**config.mk**
```make
export PLATFORM = sky130hd
export DESIGN_NAME = message_retry_table_flat
export DESIGN_NICKNAME = d
export VERILOG_FILES = /design/src/hw/rtl/mrt_pkg.sv /design/src/hw/rtl/mrt_chan_if.sv /design/src/hw/rtl/message_retry_table.sv /design/src/hw/rtl/mrt_cell.sv /design/src/hw/rtl/mrt_head.sv /design/src/flat_wrapper.sv
export VERILOG_INCLUDE_DIRS = /design/src /design/src/hw/rtl
export SDC_FILE = /design/constraint.sdc
export NUM_CORES = 2
export LEC_CHECK = 0
export ABC_AREA = 1
export BUFFER_PORTS_ARGS = -buffer_cell sky130_fd_sc_hd__buf_2
export CORE_MARGIN = 2
export CORE_UTILIZATION = 40
export CTS_BUF_LIST = sky130_fd_sc_hd__clkbuf_2
export DETAILED_ROUTE_END_ITERATION = 6
export GPL_TIMING_DRIVEN = 0
export PLACE_DENSITY = 0.57
export SYNTH_ARGS = -nofsm -noshare
export SYNTH_HDL_FRONTEND = slang
export SYNTH_SLANG_ARGS = --single-unit
```
**constraint.sdc**
```tcl
create_clock -name clock -period 260.8 [get_ports clock]
set_clock_uncertainty 0.15 [all_clocks]
set_input_delay 52.16 -clock clock [delete_from_list [all_inputs] [get_ports clock]]
set_output_delay 52.16 -clock clock [all_outputs]
set_load 0.01 [all_outputs]
```
**src/hw/rtl/message_retry_table_macros.svh**
```systemverilog
// Assertion macros for the message retry table.
// Used by the top level only; no other dependencies.
`ifndef MESSAGE_RETRY_TABLE_MACROS_SVH
`define MESSAGE_RETRY_TABLE_MACROS_SVH

// same-cycle implication
`define MRT_ASSERT_NOW(label, clk, rst, ante, cons) \
   label: assert property (@(posedge clk) disable iff (rst) (ante) |-> (cons)) \
      else $error("message_retry_table: assertion failed");

// next-cycle implication
`define MRT_ASSERT_NEXT(label, clk, rst, ante, cons) \
   label: assert property (@(posedge clk) disable iff (rst) (ante) |=> (cons)) \
      else $error("message_retry_table: assertion failed");

`endif

```
**src/hw/rtl/mrt_pkg.sv**
```systemverilog
// Types and constants for the message retry table.
// No dependencies; used by the cells, the head unit, the top level and the testbench.
`timescale 1ns / 1ps

package mrt_pkg;

   localparam int KEY_W      = 54;
   localparam int ID_W       = 16;
   localparam int TIME_W     = 32;
   localparam int SLOT_FW    = 4;
   localparam int CNT_W      = 8;
   localparam int LIMIT_W    = 7;
   localparam int INTV_W     = 16;
   localparam int CSR_IDX_W  = 2;
   localparam int CSR_DATA_W = 16;

   localparam logic [TIME_W:0]          STALE_MARGIN = 33'd86400;
   localparam logic signed [CNT_W-1:0]  CNT_ACKED    = -8'sd2;
   localparam logic signed [CNT_W-1:0]  CNT_RECEIVED = -8'sd1;

   localparam logic [CSR_IDX_W-1:0] CSR_RETRY_LIMIT    = 2'd0;
   localparam logic [CSR_IDX_W-1:0] CSR_RETRY_INTERVAL = 2'd1;

   typedef enum logic [1:0] {
      FUNC_SEND = 2'd0,
      FUNC_RECV = 2'd1,
      FUNC_ACK  = 2'd2,
      FUNC_TICK = 2'd3
   } func_type;

   typedef enum logic [2:0] {
      EVT_STORED   = 3'd0,
      EVT_REJECTED = 3'd1,
      EVT_ACK_HIT  = 3'd2,
      EVT_ACK_MISS = 3'd3,
      EVT_RETX     = 3'd4,
      EVT_SCAN_END = 3'd5
   } evt_type;

   typedef enum logic [1:0] {
      S_IDLE,
      S_SCAN,
      S_WRITE,
      S_DONE
   } state_type;

   typedef enum logic [1:0] {
      HD_PASS,
      HD_ACK,
      HD_TICK,
      HD_WRITE
   } hd_mode_type;

   typedef struct packed {
      func_type            func;
      logic [KEY_W-1:0]    peer_key;
      logic [ID_W-1:0]     msg_id;
      logic [TIME_W-1:0]   now;
   } req_word_type;

   typedef struct packed {
      evt_type                   event_res;
      logic [SLOT_FW-1:0]        slot;
      logic [KEY_W-1:0]          peer_out;
      logic [ID_W-1:0]           id_out;
      logic signed [CNT_W-1:0]   retries_left;
      logic                      last;
   } rsp_word_type;

   typedef struct packed {
      logic [CSR_IDX_W-1:0]  reg_index;
      logic [CSR_DATA_W-1:0] wdata;
   } csr_word_type;

   typedef struct packed {
      logic                     valid;
      logic                     rx;
      logic [KEY_W-1:0]         peer;
      logic [ID_W-1:0]          id;
      logic [TIME_W-1:0]        stamp;
      logic signed [CNT_W-1:0]  retries;
   } rec_type;

   typedef struct packed {
      hd_mode_type              mode;
      logic                     write_here;
      logic                     rx;
      logic [KEY_W-1:0]         peer;
      logic [ID_W-1:0]          id;
      logic [TIME_W-1:0]        now;
      logic [INTV_W-1:0]        interval;
      logic signed [CNT_W-1:0]  cnt;
      logic [TIME_W:0]          least;
   } hd_ctrl_type;

   typedef struct packed {
      logic match;
      logic free;
      logic older;
      logic retx;
   } hd_flags_type;

endpackage

```
**src/hw/rtl/mrt_chan_if.sv**
```systemverilog
// Valid/ready channel carrying one word of a package payload type.
// Needs no package itself; the payload type is bound at instantiation.
`timescale 1ns / 1ps

interface mrt_chan_if #(parameter type word_type = logic) ();

   logic     valid;
   logic     ready;
   word_type data;

   modport source (output valid, output data, input ready);
   modport sink   (input valid, input data, output ready);

endinterface

```
**src/hw/rtl/message_retry_table.sv**
```systemverilog
// Channel    | dir | word fields
// req_bus    | in  | func, peer_key, msg_id, now
// rsp_bus    | out | event_res, slot, peer_out, id_out, retries_left, last
// csr_bus    | in  | reg_index (0 retry_limit, 1 retry_interval), wdata
// The records rotate through a ring of TABLE_SLOTS cells.
// Send/receive: two passes (search, then write).
// Ack and tick: one pass; a send or receive with an empty key is rejected without a pass.
// A tick pass stops rotating while the output register holds an untaken word.
// Synchronous reset invalidates all records and restores the register defaults.
// Top level of the message retry table; depends on mrt_pkg, mrt_chan_if, mrt_cell, mrt_head.
`timescale 1ns / 1ps
`include "message_retry_table_macros.svh"

module message_retry_table #(
   parameter int TABLE_SLOTS = 16
) (
   input  logic        clock,
   input  logic        reset,
   mrt_chan_if.sink    req_bus,
   mrt_chan_if.source  rsp_bus,
   mrt_chan_if.sink    csr_bus
);
   import mrt_pkg::*;

   localparam int SLOT_W = $clog2(TABLE_SLOTS);
   localparam logic [SLOT_W-1:0] LAST_IDX = SLOT_W'(TABLE_SLOTS - 1);

   function automatic logic [SLOT_FW-1:0] slot_field(input logic [SLOT_W-1:0] i);
      logic [SLOT_W+SLOT_FW-1:0] w;
      w = {{SLOT_FW{1'b0}}, i};
      return w[SLOT_FW-1:0];
   endfunction

   state_type state_ff, state_in;
   logic [SLOT_W-1:0] idx_ff, idx_in;

   func_type                func_ff, func_in;
   logic                    rx_ff, rx_in;
   logic                    reject_ff, reject_in;
   logic [KEY_W-1:0]        peer_ff, peer_in;
   logic [ID_W-1:0]         id_ff, id_in;
   logic [TIME_W-1:0]       now_ff, now_in;
   logic signed [CNT_W-1:0] cnt_ff, cnt_in;

   logic              match_hit_ff, match_hit_in;
   logic [SLOT_W-1:0] match_idx_ff, match_idx_in;
   logic              free_hit_ff, free_hit_in;
   logic [SLOT_W-1:0] free_idx_ff, free_idx_in;
   logic [TIME_W:0]   least_ff, least_in;
   logic [SLOT_W-1:0] old_idx_ff, old_idx_in;
   logic [SLOT_W-1:0] pick;

   logic [LIMIT_W-1:0] limit_ff, limit_in;
   logic [INTV_W-1:0]  interval_ff, interval_in;
   logic [ID_W-1:0]    next_id_ff, next_id_in;

   rsp_word_type rsp_ff, rsp_in;
   logic         rsp_valid_ff, rsp_valid_in;

   logic req_fire, csr_fire, out_free, adv, idx_last, store_op;

   rec_type      ring [TABLE_SLOTS];
   rec_type      head_out;
   hd_ctrl_type  hd_ctrl;
   hd_flags_type hd_flags;

   assign req_fire = req_bus.valid && req_bus.ready;
   assign csr_fire = csr_bus.valid && csr_bus.ready;
   assign out_free = !rsp_valid_ff || rsp_bus.ready;
   assign idx_last = (idx_ff == LAST_IDX);
   assign store_op = (func_ff == FUNC_SEND) || (func_ff == FUNC_RECV);
   assign adv      = ((state_ff == S_SCAN) && ((func_ff != FUNC_TICK) || out_free)) ||
                     (state_ff == S_WRITE);
   assign pick     = match_hit_ff ? match_idx_ff : (free_hit_ff ? free_idx_ff : old_idx_ff);

   assign req_bus.ready = (state_ff == S_IDLE);
   assign csr_bus.ready = 1'b1;
   assign rsp_bus.valid = rsp_valid_ff;
   assign rsp_bus.data  = rsp_ff;

   // ring: cell k takes from cell k+1, the last cell takes the head unit's output
   genvar k;
   generate
      for (k = 0; k < TABLE_SLOTS; k++) begin : g_cell
         if (k == TABLE_SLOTS - 1) begin : g_tail
            mrt_cell u_cell (
               .clock   (clock),
               .reset   (reset),
               .shift   (adv),
               .rec_in  (head_out),
               .rec_out (ring[k])
            );
         end else begin : g_body
            mrt_cell u_cell (
               .clock   (clock),
               .reset   (reset),
               .shift   (adv),
               .rec_in  (ring[k+1]),
               .rec_out (ring[k])
            );
         end
      end
   endgenerate

   always_comb begin
      hd_ctrl.mode = HD_PASS;
      case (state_ff)
         S_SCAN: begin
            if (func_ff == FUNC_ACK) begin
               hd_ctrl.mode = HD_ACK;
            end else if (func_ff == FUNC_TICK) begin
               hd_ctrl.mode = HD_TICK;
            end
         end
         S_WRITE: begin
            hd_ctrl.mode = HD_WRITE;
         end
         default: begin
            hd_ctrl.mode = HD_PASS;
         end
      endcase
      hd_ctrl.write_here = (idx_ff == pick);
      hd_ctrl.rx         = rx_ff;
      hd_ctrl.peer       = peer_ff;
      hd_ctrl.id         = id_ff;
      hd_ctrl.now        = now_ff;
      hd_ctrl.interval   = interval_ff;
      hd_ctrl.cnt        = cnt_ff;
      hd_ctrl.least      = least_ff;
   end

   mrt_head u_head (
      .hd_rec  (ring[0]),
      .ctrl    (hd_ctrl),
      .rec_out (head_out),
      .flags   (hd_flags)
   );

   // next state
   always_comb begin
      state_in = state_ff;
      case (state_ff)
         S_IDLE: begin
            if (req_fire) begin
               if (((req_bus.data.func == FUNC_SEND) || (req_bus.data.func == FUNC_RECV)) &&
                   (req_bus.data.peer_key == '0)) begin
                  state_in = S_DONE;
               end else begin
                  state_in = S_SCAN;
               end
            end
         end
         S_SCAN: begin
            if (adv && idx_last) begin
               state_in = store_op ? S_WRITE : S_DONE;
            end
         end
         S_WRITE: begin
            if (idx_last) begin
               state_in = S_DONE;
            end
         end
         S_DONE: begin
            if (out_free) begin
               state_in = S_IDLE;
            end
         end
         default: begin
            state_in = S_IDLE;
         end
      endcase
   end

   // datapath and outputs
   always_comb begin
      idx_in       = idx_ff;
      func_in      = func_ff;
      rx_in        = rx_ff;
      reject_in    = reject_ff;
      peer_in      = peer_ff;
      id_in        = id_ff;
      now_in       = now_ff;
      cnt_in       = cnt_ff;
      match_hit_in = match_hit_ff;
      match_idx_in = match_idx_ff;
      free_hit_in  = free_hit_ff;
      free_idx_in  = free_idx_ff;
      least_in     = least_ff;
      old_idx_in   = old_idx_ff;
      limit_in     = limit_ff;
      interval_in  = interval_ff;
      next_id_in   = next_id_ff;
      rsp_in       = rsp_ff;
      rsp_valid_in = rsp_valid_ff && !rsp_bus.ready;

      if (csr_fire) begin
         case (csr_bus.data.reg_index)
            CSR_RETRY_LIMIT:    limit_in    = csr_bus.data.wdata[LIMIT_W-1:0];
            CSR_RETRY_INTERVAL: interval_in = csr_bus.data.wdata[INTV_W-1:0];
            default: begin
               limit_in = limit_ff;
            end
         endcase
      end

      if (req_fire) begin
         func_in      = req_bus.data.func;
         peer_in      = req_bus.data.peer_key;
         now_in       = req_bus.data.now;
         rx_in        = (req_bus.data.func == FUNC_RECV);
         id_in        = req_bus.data.msg_id;
         cnt_in       = CNT_ACKED;
         reject_in    = ((req_bus.data.func == FUNC_SEND) || (req_bus.data.func == FUNC_RECV)) &&
                        (req_bus.data.peer_key == '0);
         match_hit_in = 1'b0;
         free_hit_in  = 1'b0;
         old_idx_in   = '0;
         idx_in       = '0;
         least_in     = {1'b0, req_bus.data.now} + STALE_MARGIN;
         if ((req_bus.data.func == FUNC_SEND) && (req_bus.data.peer_key != '0)) begin
            next_id_in = next_id_ff + 16'd1;
            id_in      = next_id_ff + 16'd1;
            cnt_in     = (limit_ff == '0) ? CNT_ACKED : $signed({1'b0, limit_ff});
         end else if (req_bus.data.func == FUNC_RECV) begin
            cnt_in = CNT_RECEIVED;
         end
      end

      if (adv) begin
         idx_in = idx_last ? '0 : idx_ff + 1'b1;
      end

      if ((state_ff == S_SCAN) && adv) begin
         if (hd_flags.match && !match_hit_ff) begin
            match_hit_in = 1'b1;
            match_idx_in = idx_ff;
         end
         if (hd_flags.free && !free_hit_ff) begin
            free_hit_in = 1'b1;
            free_idx_in = idx_ff;
         end
         if (hd_flags.older) begin
            least_in   = {1'b0, ring[0].stamp};
            old_idx_in = idx_ff;
         end
         if ((func_ff == FUNC_TICK) && hd_flags.retx) begin
            rsp_valid_in        = 1'b1;
            rsp_in.event_res    = EVT_RETX;
            rsp_in.slot         = slot_field(idx_ff);
            rsp_in.peer_out     = ring[0].peer;
            rsp_in.id_out       = ring[0].id;
            rsp_in.retries_left = head_out.retries;
            rsp_in.last         = 1'b0;
         end
      end

      if ((state_ff == S_DONE) && out_free) begin
         rsp_valid_in        = 1'b1;
         rsp_in.slot         = '0;
         rsp_in.peer_out     = '0;
         rsp_in.id_out       = '0;
         rsp_in.retries_left = '0;
         rsp_in.last         = 1'b1;
         if (reject_ff) begin
            rsp_in.event_res = EVT_REJECTED;
         end else if (store_op) begin
            rsp_in.event_res    = EVT_STORED;
            rsp_in.slot         = slot_field(pick);
            rsp_in.peer_out     = peer_ff;
            rsp_in.id_out       = id_ff;
            rsp_in.retries_left = cnt_ff;
         end else if (func_ff == FUNC_ACK) begin
            if (match_hit_ff) begin
               rsp_in.event_res    = EVT_ACK_HIT;
               rsp_in.slot         = slot_field(match_idx_ff);
               rsp_in.peer_out     = peer_ff;
               rsp_in.id_out       = id_ff;
               rsp_in.retries_left = CNT_ACKED;
            end else begin
               rsp_in.event_res = EVT_ACK_MISS;
            end
         end else begin
            rsp_in.event_res = EVT_SCAN_END;
         end
      end
   end

   always_ff @(posedge clock) begin
      if (reset) begin
         state_ff     <= S_IDLE;
         idx_ff       <= '0;
         rsp_valid_ff <= 1'b0;
         limit_ff     <= 7'd3;
         interval_ff  <= 16'd60;
         next_id_ff   <= '0;
      end else begin
         state_ff     <= state_in;
         idx_ff       <= idx_in;
         rsp_valid_ff <= rsp_valid_in;
         limit_ff     <= limit_in;
         interval_ff  <= interval_in;
         next_id_ff   <= next_id_in;
      end
   end

   always_ff @(posedge clock) begin
      func_ff      <= func_in;
      rx_ff        <= rx_in;
      reject_ff    <= reject_in;
      peer_ff      <= peer_in;
      id_ff        <= id_in;
      now_ff       <= now_in;
      cnt_ff       <= cnt_in;
      match_hit_ff <= match_hit_in;
      match_idx_ff <= match_idx_in;
      free_hit_ff  <= free_hit_in;
      free_idx_ff  <= free_idx_in;
      least_ff     <= least_in;
      old_idx_ff   <= old_idx_in;
      rsp_ff       <= rsp_in;
   end

   // ring is back home whenever the block is idle
   `MRT_ASSERT_NOW(a_ring_home, clock, reset, state_ff == S_IDLE, idx_ff == '0)
   `MRT_ASSERT_NEXT(a_store_two_pass, clock, reset, (state_ff == S_SCAN) && adv && idx_last && store_op, state_ff == S_WRITE)
   `MRT_ASSERT_NEXT(a_busy_after_req, clock, reset, req_fire, state_ff != S_IDLE)

endmodule

```
**src/hw/rtl/mrt_cell.sv**
```systemverilog
// One record cell of the rotating table; takes its neighbor's record on shift.
// Depends on mrt_pkg.
`timescale 1ns / 1ps

module mrt_cell (
   input  logic             clock,
   input  logic             reset,
   input  logic             shift,
   input  mrt_pkg::rec_type rec_in,
   output mrt_pkg::rec_type rec_out
);
   import mrt_pkg::*;

   rec_type rec_ff;

   always_ff @(posedge clock) begin
      if (reset) begin
         rec_ff.valid <= 1'b0;
      end else if (shift) begin
         rec_ff <= rec_in;
      end
   end

   assign rec_out = rec_ff;

endmodule

```
**src/hw/rtl/mrt_head.sv**
```systemverilog
// Head unit of the ring: compares, ages and rewrites the record leaving cell 0.
// Depends on mrt_pkg.
`timescale 1ns / 1ps

module mrt_head (
   input  mrt_pkg::rec_type      hd_rec,
   input  mrt_pkg::hd_ctrl_type  ctrl,
   output mrt_pkg::rec_type      rec_out,
   output mrt_pkg::hd_flags_type flags
);
   import mrt_pkg::*;

   logic [TIME_W-1:0]       age;
   logic signed [CNT_W-1:0] dec;

   assign age = ctrl.now - hd_rec.stamp;
   assign dec = hd_rec.retries - 8'sd1;

   always_comb begin
      flags.match = hd_rec.valid && (hd_rec.rx == ctrl.rx) && (hd_rec.id == ctrl.id) &&
                    (hd_rec.peer == ctrl.peer);
      flags.free  = !hd_rec.valid;
      flags.older = hd_rec.valid && ({1'b0, hd_rec.stamp} < ctrl.least);
      flags.retx  = hd_rec.valid && (hd_rec.retries > 8'sd0) && !age[TIME_W-1] &&
                    (age > {{(TIME_W-INTV_W){1'b0}}, ctrl.interval});
   end

   always_comb begin
      rec_out = hd_rec;
      case (ctrl.mode)
         HD_ACK: begin
            if (flags.match) begin
               rec_out.retries = CNT_ACKED;
            end
         end
         HD_TICK: begin
            if (flags.retx) begin
               rec_out.retries = dec;
               if (dec > 8'sd0) begin
                  rec_out.stamp = ctrl.now + {{(TIME_W-INTV_W){1'b0}}, ctrl.interval};
               end
            end
         end
         HD_WRITE: begin
            if (ctrl.write_here) begin
               rec_out.valid   = 1'b1;
               rec_out.rx      = ctrl.rx;
               rec_out.peer    = ctrl.peer;
               rec_out.id      = ctrl.id;
               rec_out.stamp   = ctrl.now;
               rec_out.retries = ctrl.cnt;
            end
         end
         default: begin
            rec_out = hd_rec;
         end
      endcase
   end

endmodule

```
**src/flat_wrapper.sv**
```systemverilog
// flat-port wrapper written by rule: the top's interface ports become plain ports
module message_retry_table_flat import mrt_pkg::*;
#(
   parameter int TABLE_SLOTS = 16
)
  (clock, reset, req_bus_valid, req_bus_data, req_bus_ready, rsp_bus_valid, rsp_bus_data, rsp_bus_ready, csr_bus_valid, csr_bus_data, csr_bus_ready);
  mrt_chan_if #(.word_type(req_word_type)) req_bus_i ();
  mrt_chan_if #(.word_type(rsp_word_type)) rsp_bus_i ();
  mrt_chan_if #(.word_type(csr_word_type)) csr_bus_i ();
  input  logic clock;
  input  logic reset;
  input wire logic [$bits(req_bus_i.valid)-1:0] req_bus_valid;
  input wire logic [$bits(req_bus_i.data)-1:0] req_bus_data;
  output wire logic [$bits(req_bus_i.ready)-1:0] req_bus_ready;
  output wire logic [$bits(rsp_bus_i.valid)-1:0] rsp_bus_valid;
  output wire logic [$bits(rsp_bus_i.data)-1:0] rsp_bus_data;
  input wire logic [$bits(rsp_bus_i.ready)-1:0] rsp_bus_ready;
  input wire logic [$bits(csr_bus_i.valid)-1:0] csr_bus_valid;
  input wire logic [$bits(csr_bus_i.data)-1:0] csr_bus_data;
  output wire logic [$bits(csr_bus_i.ready)-1:0] csr_bus_ready;
  assign req_bus_i.valid = req_bus_valid;
  assign req_bus_i.data = req_bus_data;
  assign req_bus_ready = req_bus_i.ready;
  assign rsp_bus_valid = rsp_bus_i.valid;
  assign rsp_bus_data = rsp_bus_i.data;
  assign rsp_bus_i.ready = rsp_bus_ready;
  assign csr_bus_i.valid = csr_bus_valid;
  assign csr_bus_i.data = csr_bus_data;
  assign csr_bus_ready = csr_bus_i.ready;
  message_retry_table #(.TABLE_SLOTS(TABLE_SLOTS)) u_core (.clock(clock), .reset(reset), .req_bus(req_bus_i), .rsp_bus(rsp_bus_i), .csr_bus(csr_bus_i));
endmodule
```
==> flow_summary_export.csv <==
group,metric,value,unit
synth,netlist_area,74730,um2
synth,ys_types,63,
routing,routed_wl,170500,um
placed_design,dpl.hpwl,120500,um
synth,syn_inst,4675,
worst_setup_path,cp_max_fo,5,
routing,drcViolationCount,0,
routing,num_vias,39990,
grt,grt_max_degree,64,
final_layout,final_common_cell,"edfxtp_1",
synth,synth_edf_count,1983,
cts,cts_buffers,545,
floorplanning,rows,158,
timing,tightest_slew,1.239,ns
placed_design,io_buffer_count,214,
cts,cts.sinks,2085,
cts,ctsResizeCount,0,
cts,clkTransAtPathRegs,0.10,ns
timing,hold_viol_final,0,
timing,slew_viol_final,0,
cts,htreeDepth,6,
worst_setup_path,start_kind,"flop",
routing,viasPerCell,4.809,
power_and_ir_drop,p_leak,31.17,nW
cts,root_buffer,"clkbuf_2",
synth,ys_warn_count,0,
power_and_ir_drop,ir_worst_vdd,0.004701,mV
placed_design,place_congestion,0.9559,
timing,setup_viol,0,
cts,clk_latency,1.76,ns
synth,post_synth.cell_area_avg,15.98,um2
synth,synth_nets,4908,
timing,period_share,0.2103,
synth,async_flop_share,0,
worst_setup_path,critical_path_required,208.49,ns
cts,post_cts_buffers,0,
cts,cts_buffer_depth,4,
worst_setup_path,cp-end-kind,"primary output",
floorplanning,dieWidth,436.2,um
run_status,outcome,"completed",
timing,fmax,18.23,MHz
grt,grt_overflow,0,
power_and_ir_drop,p_total,0.8655,mW
floorplanning,io-pin-count,216,
timing,rsz0062_at_grt,"false",
placed_design,dp_slack,204.49,ns
timing,setup-tns-final,0,ns
timing,min_period,54.86,ns
worst_setup_path,r2r_setup_slack,255.23,ns
cts,cts_hold_buffers,0,
floorplanning,die_h,436.2,um
synth,synth_flop_cell,"edfxtp_1",
timing,layout_setup_ws,205.94,ns
final_layout,num-nets-final,5729,
power_and_ir_drop,powerDensity,10.22,nW/um2
worst_setup_path,arrival,2.55,ns
floorplanning,core-area,185400,um2
grt,antenna_found_initial,24,
grt,grt_pass1_wl,247300,um
final_layout,area_growth,13.38,%
hold_path,min_path_type,"reg2reg",
timing,whs,0.09856,ns
routing,ant_nets,0,
cts,cts_tree,"done",
final_layout,drive_gt1_frac,0.1998,
floorplanning,initial_core_util,0.4030,
final_layout,final_cell_mix,"1983 x edfxtp_1, 784 x nand2_1, 772 x clkbuf_2",
timing,slew_headroom,0.1738,
routing,wl_per_cell,20.50,um
floorplanning,die_area,190300,um2
routing,firstDrtPassIters,5,
grt,gr-usage-all-layers,0.1765,
worst_setup_path,crit_type,"reg2out",
run,drv_cap,0,
synth,synth-seq-cells,2085,
synth,yosysSeqAreaShare,0.8242,
routing,drt_iter0_drc,3331,
grt,grt_pass1_vias,39610,
## worst paths after layout
check                                             start                                         end  cells after the start
min reg2reg  u_core.g_cell[8].g_body.u_cell.rec_out[40]  u_core.g_cell[7].g_body.u_cell.rec_out[40]                      0
max reg2reg  u_core.g_cell[0].g_body.u_cell.rec_out[15]                     u_core.rsp_bus.data[80]                     29
min          u_core.g_cell[8].g_body.u_cell.rec_out[40]  u_core.g_cell[7].g_body.u_cell.rec_out[40]                      0
max                                  u_core.state_ff[0]                               req_bus_ready                      3
## where the power goes
| group | total, mW | leakage [nW] | internal [mW] | switching (mW) |
|---|---|---|---|---|
| clock network | 0.213 | 3.53 | 0.0879 | 0.125 |
| logic | 0.148 | 8.49 | 0.0424 | 0.105 |
| registers | 0.505 | 19.1 | 0.475 | 0.0297 |
| total | 0.866 | 31.2 | 0.606 | 0.260 |
## cell type report
cell class | count | area, um2
Fill cell | 16810 | 100700
Sequential cell | 2085 | 61590
Multi-Input combinational cell | 2050 | 10990
Clock buffer | 771 | 3859
Tap cell | 2480 | 3103
Timing Repair Buffer | 274 | 2317
Inverter | 451 | 1700
Clock inverter | 101 | 661.9
Buffer | 89 | 466.7
Antenna cell | 15 | 37.54
## flip-flops by register name (all words and copies together), names as in the netlist, 4 cells and up
| name | cells |
|---|---|
| u_core.next_id_ff | 16 |
| u_core.idx_ff | 4 |
| u_core.peer_ff | 54 |
| u_core.least_ff | 33 |
| u_core.free_idx_ff | 4 |
| u_core.cnt_ff | 8 |
| u_core.rsp_bus.data | 86 |
| u_core.now_ff | 32 |
| u_core.interval_ff | 16 |
| u_core.id_ff | 16 |
| u_core.g_cell.g_body.u_cell.rec_out | 1680 |
| u_core.g_cell.g_tail.u_cell.rec_out | 112 |
| u_core.old_idx_ff | 4 |
| u_core.match_idx_ff | 4 |
| u_core.limit_ff | 7 |
## per-layer routing
metal / GRT usage / part of all wire / vias to the layer above
met4: 0.09432 / 0.049 / 10
met2: 0.2580 / 0.44 / 1132
met5: 0 / 0.00043 / -
met1: 0.2439 / 0.46 / 19490
li1: - / - / 18960
met3: 0.04333 / 0.050 / 398
## cell families after synthesis
kind of cell	count (synthesis)	synth area share
AOI/OAI and AO/OA	618	0.04926
xor gates and xnor gates	88	0.01031
adders and majority gates	106	0.01795
buffers and inverters	540	0.02895
DFF	2085	0.8242
muxes	1	0.0001340
other	1	0.00005018
and+or+nand+nor	1236	0.06917
## per-stage QoR
stage	utilization	area [um2]	instances
final	0.4569	84730	8316
after global routing	0.4568	84710	8311
after CTS	0.4567	84690	8301
after detailed placement	0.4323	80170	7429
after global placement	0.4255	78900	7369
after floorplan	-	74730	4675
## critical path, stage by stage (launching register included)
cell and delay (ns):
dfxtp_1 0.40, inv_1 0.09, ha_1 0.24, buf_2 0.17
## cell usage after synthesis, drive strengths merged (23+ instances only)
cell    number  area [um2]
buf         32       247.7
clkbuf      57       215.2
inv        449        1693
a21oi      128       648.1
nand3      109       555.5
a22oi       30       225.2
o22ai       70       594.3
nor2       208       800.8
nor4        31       193.9
nand4       44       290.3
o21ai      291        1456
xor2        65       569.3
edfxtp    1983       59550
dfxtp      102        2042
o211ai      45       337.8
xnor2       23       201.4
nand2      792        3000
ha         104        1301
nor3        27       145.1
Note: power is estimated with default switching activity, not from simulation.
